--- src/hdl/hrbc_pkg.sv ---
// ----------------------------------------------------------------------------
// hrbc_pkg
// Shared types, codes and constants of the HTTP request byte classifier.
// ----------------------------------------------------------------------------
package hrbc_pkg;

    // Header lines the block can count before the overflow error is raised.
    localparam int HEADER_SLOTS        = 32;
    localparam int LINE_COUNT_BITS_DEF = 16;

    localparam int HDR_CNT_W = 6;
    localparam int HDR_IDX_W = 5;
    localparam int LEN_W     = 16;

    localparam logic [HDR_CNT_W-1:0] MAX_HEADERS_RST = 6'd32;

    // Configuration register index.
    localparam logic REG_MAX_HEADERS = 1'b0;

    // Byte values of interest.
    localparam logic [7:0] CHR_CR  = 8'h0D;
    localparam logic [7:0] CHR_LF  = 8'h0A;
    localparam logic [7:0] CHR_SP  = 8'h20;
    localparam logic [7:0] CHR_NUL = 8'h00;

    // Byte classes.
    localparam logic [2:0] KIND_METHOD  = 3'd0;
    localparam logic [2:0] KIND_PATH    = 3'd1;
    localparam logic [2:0] KIND_VERSION = 3'd2;
    localparam logic [2:0] KIND_EXTRA   = 3'd3;
    localparam logic [2:0] KIND_SPACE   = 3'd4;
    localparam logic [2:0] KIND_CRLF    = 3'd5;
    localparam logic [2:0] KIND_HEADER  = 3'd6;
    localparam logic [2:0] KIND_BODY    = 3'd7;

    // Error codes.
    localparam logic [1:0] ERR_NONE      = 2'd0;
    localparam logic [1:0] ERR_TRUNCATED = 2'd1;
    localparam logic [1:0] ERR_OVERFLOW  = 2'd2;

    typedef enum logic [1:0] {
        SEC_REQLINE,
        SEC_HEADERS,
        SEC_BODY
    } sec_t;

    // Parser state, apart from the line counter whose width is a parameter.
    typedef struct packed {
        sec_t                 section;
        logic                 cr_pending;
        logic [1:0]           space_count;
        logic [HDR_CNT_W-1:0] headers_seen;
    } hrbc_state_t;

    typedef struct packed {
        logic [2:0]           byte_kind;
        logic [HDR_IDX_W-1:0] header_index;
        logic                 line_end;
        logic [LEN_W-1:0]     line_length;
        logic                 headers_done;
        logic [HDR_CNT_W-1:0] header_count;
        logic [1:0]           error_code;
        logic                 last_result;
    } hrbc_result_t;

endpackage

--- src/hdl/hrbc_if.sv ---
// ----------------------------------------------------------------------------
// hrbc_if
// Valid/ready channels of the classifier: request bytes in, results out.
// ----------------------------------------------------------------------------
interface hrbc_in_if;
    logic       valid;
    logic       ready;
    logic [7:0] data_byte;
    logic       last_byte;

    modport source (output valid, output data_byte, output last_byte, input ready);
    modport sink   (input valid, input data_byte, input last_byte, output ready);
endinterface

interface hrbc_out_if;
    logic        valid;
    logic        ready;
    logic [2:0]  byte_kind;
    logic [4:0]  header_index;
    logic        line_end;
    logic [15:0] line_length;
    logic        headers_done;
    logic [5:0]  header_count;
    logic [1:0]  error_code;
    logic        last_result;

    modport source (
        output valid, output byte_kind, output header_index, output line_end,
        output line_length, output headers_done, output header_count,
        output error_code, output last_result, input ready
    );
    modport sink (
        input valid, input byte_kind, input header_index, input line_end,
        input line_length, input headers_done, input header_count,
        input error_code, input last_result, output ready
    );
endinterface

--- src/hdl/hrbc_step.sv ---
// ----------------------------------------------------------------------------
// hrbc_step
// Classify one byte against the current parser state and form the next state.
// ----------------------------------------------------------------------------
module hrbc_step
    import hrbc_pkg::*;
#(
    parameter int LINE_COUNT_BITS = LINE_COUNT_BITS_DEF
)
(
    input  hrbc_state_t                state_cur,
    input  logic [LINE_COUNT_BITS-1:0] line_cnt_cur,
    input  logic [HDR_CNT_W-1:0]       limit,
    input  logic [7:0]                 data_byte,
    input  logic                       last_byte,
    output hrbc_state_t                state_nxt,
    output logic [LINE_COUNT_BITS-1:0] line_cnt_nxt,
    output hrbc_result_t               result
);

    localparam int WIDE_W = (LINE_COUNT_BITS > LEN_W) ? LINE_COUNT_BITS : LEN_W;
    localparam logic [WIDE_W-1:0] LEN_SAT = WIDE_W'({LEN_W{1'b1}});

    logic [WIDE_W-1:0] cnt_wide;
    logic [LEN_W-1:0]  len_sat;
    logic              is_cr;
    logic              is_lf;
    logic              is_sep;

    assign cnt_wide = WIDE_W'(line_cnt_cur);
    assign len_sat  = (cnt_wide > LEN_SAT) ? {LEN_W{1'b1}} : cnt_wide[LEN_W-1:0];
    assign is_cr    = (data_byte == CHR_CR);
    assign is_lf    = (data_byte == CHR_LF);
    assign is_sep   = (data_byte == CHR_SP) || (data_byte == CHR_NUL);

    always_comb
    begin
        state_nxt    = state_cur;
        line_cnt_nxt = line_cnt_cur;
        result       = '0;

        if (state_cur.section == SEC_BODY)
        begin
            result.byte_kind = KIND_BODY;
        end
        else if (is_cr || is_lf)
        begin
            result.byte_kind = KIND_CRLF;
            if (is_cr)
            begin
                state_nxt.cr_pending = 1'b1;
            end
            else
            begin
                if (state_cur.cr_pending)
                begin
                    result.line_end    = 1'b1;
                    result.line_length = len_sat;
                    case (state_cur.section)
                        SEC_REQLINE:
                        begin
                            state_nxt.section = SEC_HEADERS;
                        end
                        SEC_HEADERS:
                        begin
                            if (line_cnt_cur == '0)
                            begin
                                result.headers_done = 1'b1;
                                state_nxt.section   = SEC_BODY;
                            end
                            else if (state_cur.headers_seen >= limit)
                            begin
                                result.error_code      = ERR_OVERFLOW;
                                state_nxt.headers_seen = limit;
                            end
                            else
                            begin
                                state_nxt.headers_seen = state_cur.headers_seen + 1'b1;
                            end
                        end
                        default:
                        begin
                            state_nxt.section = state_cur.section;
                        end
                    endcase
                    line_cnt_nxt = '0;
                end
                state_nxt.cr_pending = 1'b0;
            end
        end
        else
        begin
            state_nxt.cr_pending = 1'b0;
            if (line_cnt_cur != {LINE_COUNT_BITS{1'b1}})
            begin
                line_cnt_nxt = line_cnt_cur + 1'b1;
            end
            if (state_cur.section == SEC_REQLINE)
            begin
                if (is_sep)
                begin
                    result.byte_kind = KIND_SPACE;
                    if (state_cur.space_count != 2'd3)
                    begin
                        state_nxt.space_count = state_cur.space_count + 1'b1;
                    end
                end
                else
                begin
                    result.byte_kind = 3'(state_cur.space_count);
                end
            end
            else
            begin
                result.byte_kind    = KIND_HEADER;
                result.header_index = (state_cur.headers_seen > 6'd31) ?
                                      5'd31 : state_cur.headers_seen[HDR_IDX_W-1:0];
            end
        end

        // Truncated request wins over overflow.
        if (last_byte && (state_nxt.section != SEC_BODY))
        begin
            result.error_code = ERR_TRUNCATED;
        end

        result.header_count = state_nxt.headers_seen;
        result.last_result  = last_byte;

        if (last_byte)
        begin
            state_nxt    = '{section: SEC_REQLINE, cr_pending: 1'b0,
                             space_count: 2'd0, headers_seen: '0};
            line_cnt_nxt = '0;
        end
    end

endmodule

--- src/hdl/http_request_byte_classifier_unit.sv ---
// ----------------------------------------------------------------------------
// http_request_byte_classifier_unit
// Streaming classifier of HTTP request bytes with an APB limit register.
// ----------------------------------------------------------------------------
// Feed the bytes of one request, one per transaction, with last_byte set on
// the final byte; every byte yields exactly one result transaction, in order.
// Unless results stall, the block takes one byte per clock cycle; each result
// appears in the cycle after its byte is accepted: the classification of a byte
// and the update of the parser state sit in a single level of logic in front of
// the result register. The result register doubles as the output buffer, so a
// new byte is accepted in the same cycle that the waiting result is taken. After
// the byte marked last, the parser returns to the request-line state. The
// max_headers register (address 0) limits the header lines counted; write it
// only while no result is outstanding.
module http_request_byte_classifier_unit
    import hrbc_pkg::*;
#(
    parameter int LINE_COUNT_BITS = LINE_COUNT_BITS_DEF
)
(
    input  logic              clk,
    input  logic              rst_n,
    // Configuration port
    input  logic              psel,
    input  logic              penable,
    input  logic              pwrite,
    input  logic [2:0]        paddr,
    input  logic [31:0]       pwdata,
    output logic [31:0]       prdata,
    output logic              pready,
    // Streams
    hrbc_in_if.sink           req_in,
    hrbc_out_if.source        res_out
);

    // ------------------------------------------------------------------
    // Configuration register
    // ------------------------------------------------------------------
    logic [HDR_CNT_W-1:0] max_headers_reg;
    logic                 cfg_write;
    logic [HDR_CNT_W-1:0] limit;

    assign pready    = 1'b1;
    assign cfg_write = psel && penable && pwrite && pready && (paddr[2] == REG_MAX_HEADERS);
    assign prdata    = (paddr[2] == REG_MAX_HEADERS) ? 32'(max_headers_reg) : 32'd0;

    always_ff @(posedge clk or negedge rst_n)
    begin
        if (!rst_n)
        begin
            max_headers_reg <= MAX_HEADERS_RST;
        end
        else if (cfg_write)
        begin
            max_headers_reg <= pwdata[HDR_CNT_W-1:0];
        end
    end

    // Effective limit is the smaller of the register and the slot count.
    assign limit = (max_headers_reg < HDR_CNT_W'(HEADER_SLOTS)) ?
                   max_headers_reg : HDR_CNT_W'(HEADER_SLOTS);

    // ------------------------------------------------------------------
    // Parser state and classification
    // ------------------------------------------------------------------
    hrbc_state_t                state_reg;
    hrbc_state_t                state_next;
    logic [LINE_COUNT_BITS-1:0] line_cnt_reg;
    logic [LINE_COUNT_BITS-1:0] line_cnt_next;
    hrbc_result_t               result_next;
    hrbc_result_t               result_reg;
    logic                       res_valid_reg;
    logic                       in_accept;

    hrbc_step #(
        .LINE_COUNT_BITS (LINE_COUNT_BITS)
    ) u_step (
        .state_cur    (state_reg),
        .line_cnt_cur (line_cnt_reg),
        .limit        (limit),
        .data_byte    (req_in.data_byte),
        .last_byte    (req_in.last_byte),
        .state_nxt    (state_next),
        .line_cnt_nxt (line_cnt_next),
        .result       (result_next)
    );

    // Accept whenever the result slot is empty or is being drained.
    assign req_in.ready = !res_valid_reg || res_out.ready;
    assign in_accept    = req_in.valid && req_in.ready;

    always_ff @(posedge clk or negedge rst_n)
    begin
        if (!rst_n)
        begin
            state_reg     <= '{section: SEC_REQLINE, cr_pending: 1'b0,
                               space_count: 2'd0, headers_seen: '0};
            line_cnt_reg  <= '0;
            res_valid_reg <= 1'b0;
        end
        else
        begin
            if (in_accept)
            begin
                state_reg    <= state_next;
                line_cnt_reg <= line_cnt_next;
            end
            // Hold the result until taken; advance on every accepted byte.
            if (in_accept)
            begin
                res_valid_reg <= 1'b1;
            end
            else if (res_out.ready)
            begin
                res_valid_reg <= 1'b0;
            end
        end
    end

    always_ff @(posedge clk)
    begin
        if (in_accept)
        begin
            result_reg <= result_next;
        end
    end

    // ------------------------------------------------------------------
    // Result channel
    // ------------------------------------------------------------------
    assign res_out.valid        = res_valid_reg;
    assign res_out.byte_kind    = result_reg.byte_kind;
    assign res_out.header_index = result_reg.header_index;
    assign res_out.line_end     = result_reg.line_end;
    assign res_out.line_length  = result_reg.line_length;
    assign res_out.headers_done = result_reg.headers_done;
    assign res_out.header_count = result_reg.header_count;
    assign res_out.error_code   = result_reg.error_code;
    assign res_out.last_result  = result_reg.last_result;

`ifndef ASSERT_OFF
    // A completed line is always reported on an LF byte.
    a_line_end_kind: assert property (@(posedge clk) disable iff (!rst_n)
        res_valid_reg && result_reg.line_end |-> result_reg.byte_kind == KIND_CRLF)
        else $error("line end reported on a non-terminator byte");

    // Closing the headers and overflowing both happen only at a line end.
    a_done_on_end: assert property (@(posedge clk) disable iff (!rst_n)
        res_valid_reg && (result_reg.headers_done ||
                          result_reg.error_code == ERR_OVERFLOW)
        |-> result_reg.line_end)
        else $error("header close or overflow without a line end");

    // The final byte of a request puts the parser back to the request line.
    a_last_clears: assert property (@(posedge clk) disable iff (!rst_n)
        in_accept && req_in.last_byte |=>
        state_reg.section == SEC_REQLINE && state_reg.headers_seen == '0 &&
        line_cnt_reg == '0 && !state_reg.cr_pending)
        else $error("parser state not cleared after last byte");

    // The header count never exceeds the slot count.
    a_count_bound: assert property (@(posedge clk) disable iff (!rst_n)
        state_reg.headers_seen <= HDR_CNT_W'(HEADER_SLOTS))
        else $error("header count beyond slot count");

    // A stalled result is not overwritten.
    a_result_hold: assert property (@(posedge clk) disable iff (!rst_n)
        res_valid_reg && !res_out.ready |-> !in_accept)
        else $error("byte accepted while result slot is full");
`endif

endmodule
--- src/flat_wrapper.sv ---
// flat-port wrapper written by rule: the top's interface ports become plain ports
module http_request_byte_classifier_unit_flat import hrbc_pkg::*;
#(
    parameter int LINE_COUNT_BITS = LINE_COUNT_BITS_DEF
)
  (clk, rst_n, psel, penable, pwrite, paddr, pwdata, prdata, pready, req_in_valid, req_in_data_byte, req_in_last_byte, req_in_ready, res_out_valid, res_out_byte_kind, res_out_header_index, res_out_line_end, res_out_line_length, res_out_headers_done, res_out_header_count, res_out_error_code, res_out_last_result, res_out_ready);
  hrbc_in_if req_in_i ();
  hrbc_out_if res_out_i ();
  input  logic clk;
  input  logic rst_n;
  input  logic psel;
  input  logic penable;
  input  logic pwrite;
  input  logic [2:0] paddr;
  input  logic [31:0] pwdata;
  output logic [31:0] prdata;
  output logic pready;
  input wire logic [$bits(req_in_i.valid)-1:0] req_in_valid;
  input wire logic [$bits(req_in_i.data_byte)-1:0] req_in_data_byte;
  input wire logic [$bits(req_in_i.last_byte)-1:0] req_in_last_byte;
  output wire logic [$bits(req_in_i.ready)-1:0] req_in_ready;
  output wire logic [$bits(res_out_i.valid)-1:0] res_out_valid;
  output wire logic [$bits(res_out_i.byte_kind)-1:0] res_out_byte_kind;
  output wire logic [$bits(res_out_i.header_index)-1:0] res_out_header_index;
  output wire logic [$bits(res_out_i.line_end)-1:0] res_out_line_end;
  output wire logic [$bits(res_out_i.line_length)-1:0] res_out_line_length;
  output wire logic [$bits(res_out_i.headers_done)-1:0] res_out_headers_done;
  output wire logic [$bits(res_out_i.header_count)-1:0] res_out_header_count;
  output wire logic [$bits(res_out_i.error_code)-1:0] res_out_error_code;
  output wire logic [$bits(res_out_i.last_result)-1:0] res_out_last_result;
  input wire logic [$bits(res_out_i.ready)-1:0] res_out_ready;
  assign req_in_i.valid = req_in_valid;
  assign req_in_i.data_byte = req_in_data_byte;
  assign req_in_i.last_byte = req_in_last_byte;
  assign req_in_ready = req_in_i.ready;
  assign res_out_valid = res_out_i.valid;
  assign res_out_byte_kind = res_out_i.byte_kind;
  assign res_out_header_index = res_out_i.header_index;
  assign res_out_line_end = res_out_i.line_end;
  assign res_out_line_length = res_out_i.line_length;
  assign res_out_headers_done = res_out_i.headers_done;
  assign res_out_header_count = res_out_i.header_count;
  assign res_out_error_code = res_out_i.error_code;
  assign res_out_last_result = res_out_i.last_result;
  assign res_out_i.ready = res_out_ready;
  http_request_byte_classifier_unit #(.LINE_COUNT_BITS(LINE_COUNT_BITS)) u_core (.clk(clk), .rst_n(rst_n), .psel(psel), .penable(penable), .pwrite(pwrite), .paddr(paddr), .pwdata(pwdata), .prdata(prdata), .pready(pready), .req_in(req_in_i), .res_out(res_out_i));
endmodule
--- config.mk ---
export PLATFORM = sky130hd
export DESIGN_NAME = http_request_byte_classifier_unit_flat
export DESIGN_NICKNAME = d
export VERILOG_FILES = /design/src/hdl/hrbc_pkg.sv /design/src/hdl/hrbc_if.sv /design/src/hdl/hrbc_step.sv /design/src/hdl/http_request_byte_classifier_unit.sv /design/src/flat_wrapper.sv
export SDC_FILE = /design/constraint.sdc
export NUM_CORES = 1
export LEC_CHECK = 0
export BUFFER_PORTS_ARGS = -buffer_cell sky130_fd_sc_hd__buf_2
export CORE_UTILIZATION = 45
export CTS_CLUSTER_SIZE = 20
export DETAILED_ROUTE_END_ITERATION = 8
export HOLD_SLACK_MARGIN = 0.1
export PLACE_DENSITY = 0.73
export SYNTH_ARGS = -nofsm -noshare
export SYNTH_HDL_FRONTEND = slang
export SYNTH_SLANG_ARGS = --single-unit
--- constraint.sdc ---
create_clock -name clk -period 3.7 [get_ports clk]
set_input_delay 0.555 -clock clk [delete_from_list [all_inputs] [get_ports clk]]
set_output_delay 0.555 -clock clk [all_outputs]
set_load 0.05 [all_outputs]
==> summary by stage <==
Floorplan
Measured along the y axis, the die boundary spans 92.97 um. The die covers 8642 sq um. The floorplan has 32 rows. During I/O placement, the number of pins put on the boundary was 121.

The starting density of the core is 47.45%. The core box area is 7848 sq um. In this run the horizontal extent of the chip is 92.97 um.

Timing
The total setup violations reported at the end of the flow is 0. The maximum clock rate is 0.3448 GHz. The worst clock skew is 5.587 ps. Setup repair after global routing left no endpoint under its margin. The slew of the pin with the lowest slew margin is 1029 ps.

The number of max-slew violations in the final report was 0. Dividing the final minimum period by the clock period gives 78.39%. The worst path needs 2901 ps of the cycle, external delays included. The worst path meets setup with 799.5 ps of slack. The number of failing hold endpoints at the final stage is 0. The relative slew slack is 30.93%.

The aggregate negative setup slack is 0 ps.

CTS
In this run the clock root is driven by a clkbuf_8. The number of sinks driven by the clock tree is 69. The post-CTS clock slew at the launch and capture registers of the worst setup and hold paths is 70 ps.

The post-CTS resize count is 0. For this design, the CTS-stage hold fixing added 0 buffers. For the worst-skew pair, the clock arrives at the later sink with an insertion delay of 340 ps. The H-tree generated during clock tree synthesis spans 3 levels.

The number of CTS-inserted buffers is 9. The clock passes through at most 2 buffers. Buffers added to address setup during post-CTS repair amount to 0. The CTS tree is built.

Placement
During placement, the flow inserted port buffers numbering 65. The worst setup timing slack at the placement stage is 876.0 ps. The final weighted congestion in routability-driven placement is 0.8851. After legalization and detailed placement, the total HPWL measured 5.195 mm. The number of cells in the design after placement is 519.

Worst setup path
The element type at the critical path start is a register. The kind of critical path is reg2reg. The worst setup path is captured at a register. The highest cell delay on the worst timing path is 820 ps. The master of the slowest instance on the critical path is o21ai_1.

The reg-to-reg setup timing slack is 800 ps. The highest fanout seen on the critical path is 16. For the worst setup path, the data arrival time is 3160 ps. Traced cell by cell, the critical path runs through clkinv_1, nand2_1, ha_1, a21o_1, a31oi_1, o21ai_1, mux2_2, a211o_1, o211ai_1. STA puts the critical path data required time at 3960 ps. For the worst flop-to-flop path, the logic depth is 9.

Yosys
The gate count after technology mapping is 361. Counting flops with an async set or reset pin after synthesis yields a share of 49.28%. After synthesis, the largest family of logic cells by area is simple AND/OR/NAND/NOR gates. For this run, the leading register cell type out of synthesis is edfxtp_1.

The number of different library cells in the post-synthesis netlist is 56. The synthesis-stage register bit count is 69. Summing the areas of all xor and xnor instances in the mapped netlist gives 1.882% of the synthesized area. The area of the mapped netlist is 3724 sq um. The synthesized netlist devotes 3.360% of its cell area to adder and majority cells. The post-synthesis simple-gate area fraction is 22.65%. After synthesis, the share of cell area in mux cells is 3.831%. The number of enable-type register cells in the synthesized netlist is 35. The mean cell area of the mapped netlist is 10.31 sq um. The area fraction in compound gates after synthesis is 9.005%. For this run, the register share of the synthesized area comes to 51.11%. For this run, the number of Yosys warnings is 0.

Power
The power density over the cells is 486.9 nW/um^2. The worst IR drop on VDD is 0.1576 mV. Summed over all cells, the static leakage comes to 1.827 nW. The final total power is 2.066 mW.

Detailed routing
The detailed-route vias per instance is 5.364. The final wirelength is 7.449 mm. The routed wirelength normalized by instance count is 13.92 um. Across all layers, the routed design uses 2870 vias. For this run, the detailed router's first-pass iteration total came to 5.

The DRC violations left is 0. The post-route antenna net violation count is 0. The initial DRC count is 184.

Final layout
Once layout is complete, the cells apart from fillers number 535. Cells fill 54.08% of the core in the end. From synthesis to final layout, the design area changed by 13.98%. The number of antenna diodes in the final layout is 0. The number of nets at the end of the flow is 489.

The share of post-route cells with drive strength above 1 is 22.40%.

Run
Max-cap violations in this run came to 0.

Global route
The initial antenna violation count is 0. The first global-routing pass estimated 12.46 mm of wire. The largest net degree at the start of global routing is 42. The overflow left after global routing is 0.

The total global routing track utilization is 18.67%. The number of global-route vias before repair was 2588.

Hold path
The worst hold path belongs to the class in2async.

Outcome
The flow ran to the end, and the final reports show no timing, DRC or antenna violations.
power by group:
group / switching, mW / leakage [nW] / total, mW / internal (mW)
clock: 0.272 / 0.0986 / 0.647 / 0.376
combinational: 0.351 / 0.940 / 0.494 / 0.144
sequential: 0.0499 / 0.788 / 0.924 / 0.875
total: 0.672 / 1.83 / 2.07 / 1.39
synth_stat cells, drive strengths merged (2+ instances only):
| library cell | n | area (sq um) |
|---|---|---|
| nor2b | 10 | 62.56 |
| nand3b | 2 | 15.01 |
| o211ai | 3 | 22.52 |
| or3 | 7 | 43.79 |
| edfxtp | 35 | 1051 |
| nor4b | 2 | 23.77 |
| ha | 10 | 125.1 |
| or4 | 3 | 22.52 |
| nand4 | 7 | 43.79 |
| conb | 2 | 7.510 |
| nor3b | 2 | 15.01 |
| or2 | 4 | 25.03 |
| mux2i | 3 | 30.03 |
| a21oi | 11 | 55.05 |
| dfrtp | 33 | 825.8 |
| and2 | 13 | 81.33 |
| clkbuf | 4 | 15.01 |
| a22o | 2 | 17.52 |
| inv | 11 | 41.29 |
| nand3 | 9 | 45.04 |
| nand2b | 9 | 56.30 |
| mux2 | 10 | 112.6 |
| o21ai | 21 | 105.1 |
| and3 | 2 | 12.51 |
| xnor2 | 7 | 61.31 |
| nor3 | 11 | 55.05 |
| a21o | 3 | 22.52 |
| nor2 | 32 | 127.6 |
| buf | 32 | 232.7 |
| a31oi | 3 | 18.77 |
| clkinv | 2 | 7.510 |
| nand2 | 29 | 108.9 |
| nor4 | 11 | 68.82 |
per-layer routing:
layer | share of wire [%] | vias up | GRT usage, %
li1 | - | 1370 | -
met4 | 1.9 | 0 | 6.410
met1 | 45 | 1369 | 24.56
met5 | 0 | - | 0
met2 | 46 | 119 | 30.02
met3 | 7.4 | 12 | 4.598
layout by cell type (no fill, tap or decap), types with 11 or more instances in the layout:
master / instances
nand2_1: 29
a21oi_1: 11
dfrtp_1: 33
conb_1: 27
and2_1: 13
inv_1: 11
nor4_1: 11
nor2_1: 31
edfxtp_1: 35
buf_2: 65
nor3_1: 11
o21ai_0: 20
metrics by stage:
| stage | hold slack (ps) | instance area [sq um] |
|---|---|---|
| 3_5_place_dp | 508.8 | 4038 |
| 5_1_grt | 344.8 | 4244 |
| 4_1_cts | 317.8 | 4244 |
| 6_report | 296.0 | 4244 |
| 2_1_floorplan | 259.4 | 3817 |
| 3_3_place_gp | 513.2 | 4038 |
critical path, delay by kind of cell, from the launching register on:
| kind | cells | cell delay, ps |
|---|---|---|
| compound gates | 5 | 1300 |
| fa+ha+maj | 1 | 150 |
| buf+inv | 1 | 230 |
| flops | 1 | 540 |
| mux | 1 | 430 |
| simple gates | 1 | 170 |
logic make-up after synthesis:
group,count (synthesis)
muxes,13
adders and majority gates,10
other,2
AOI/OAI and AO/OA,53
and+or+nand+nor,157
DFF,69
buffers and inverters,49
xor gates and xnor gates,8
worst paths after layout:
path / from / to
max: u_core.max_headers_reg[5] / u_core.state_reg[4]
min: rst_n / u_core.state_reg[6]
max reg2reg: u_core.max_headers_reg[5] / u_core.state_reg[4]
min reg2reg: u_core.max_headers_reg[0] / u_core.max_headers_reg[0]
max in group asynchronous: rst_n / u_core.line_cnt_reg[10]
min in group clk: pwdata[0] / u_core.max_headers_reg[0]
layout make-up:
type | instances | area, sq um
clock buffers | 11 | 131.4
clock inverters | 5 | 75.07
fillers | 714 | 3603
inverters | 13 | 48.80
multi-input cells | 268 | 1618
flip-flops and latches | 69 | 1903
well taps | 102 | 127.6
repair buffers | 67 | 340.3
No activity file was read; power rests on OpenSTA's default activity.
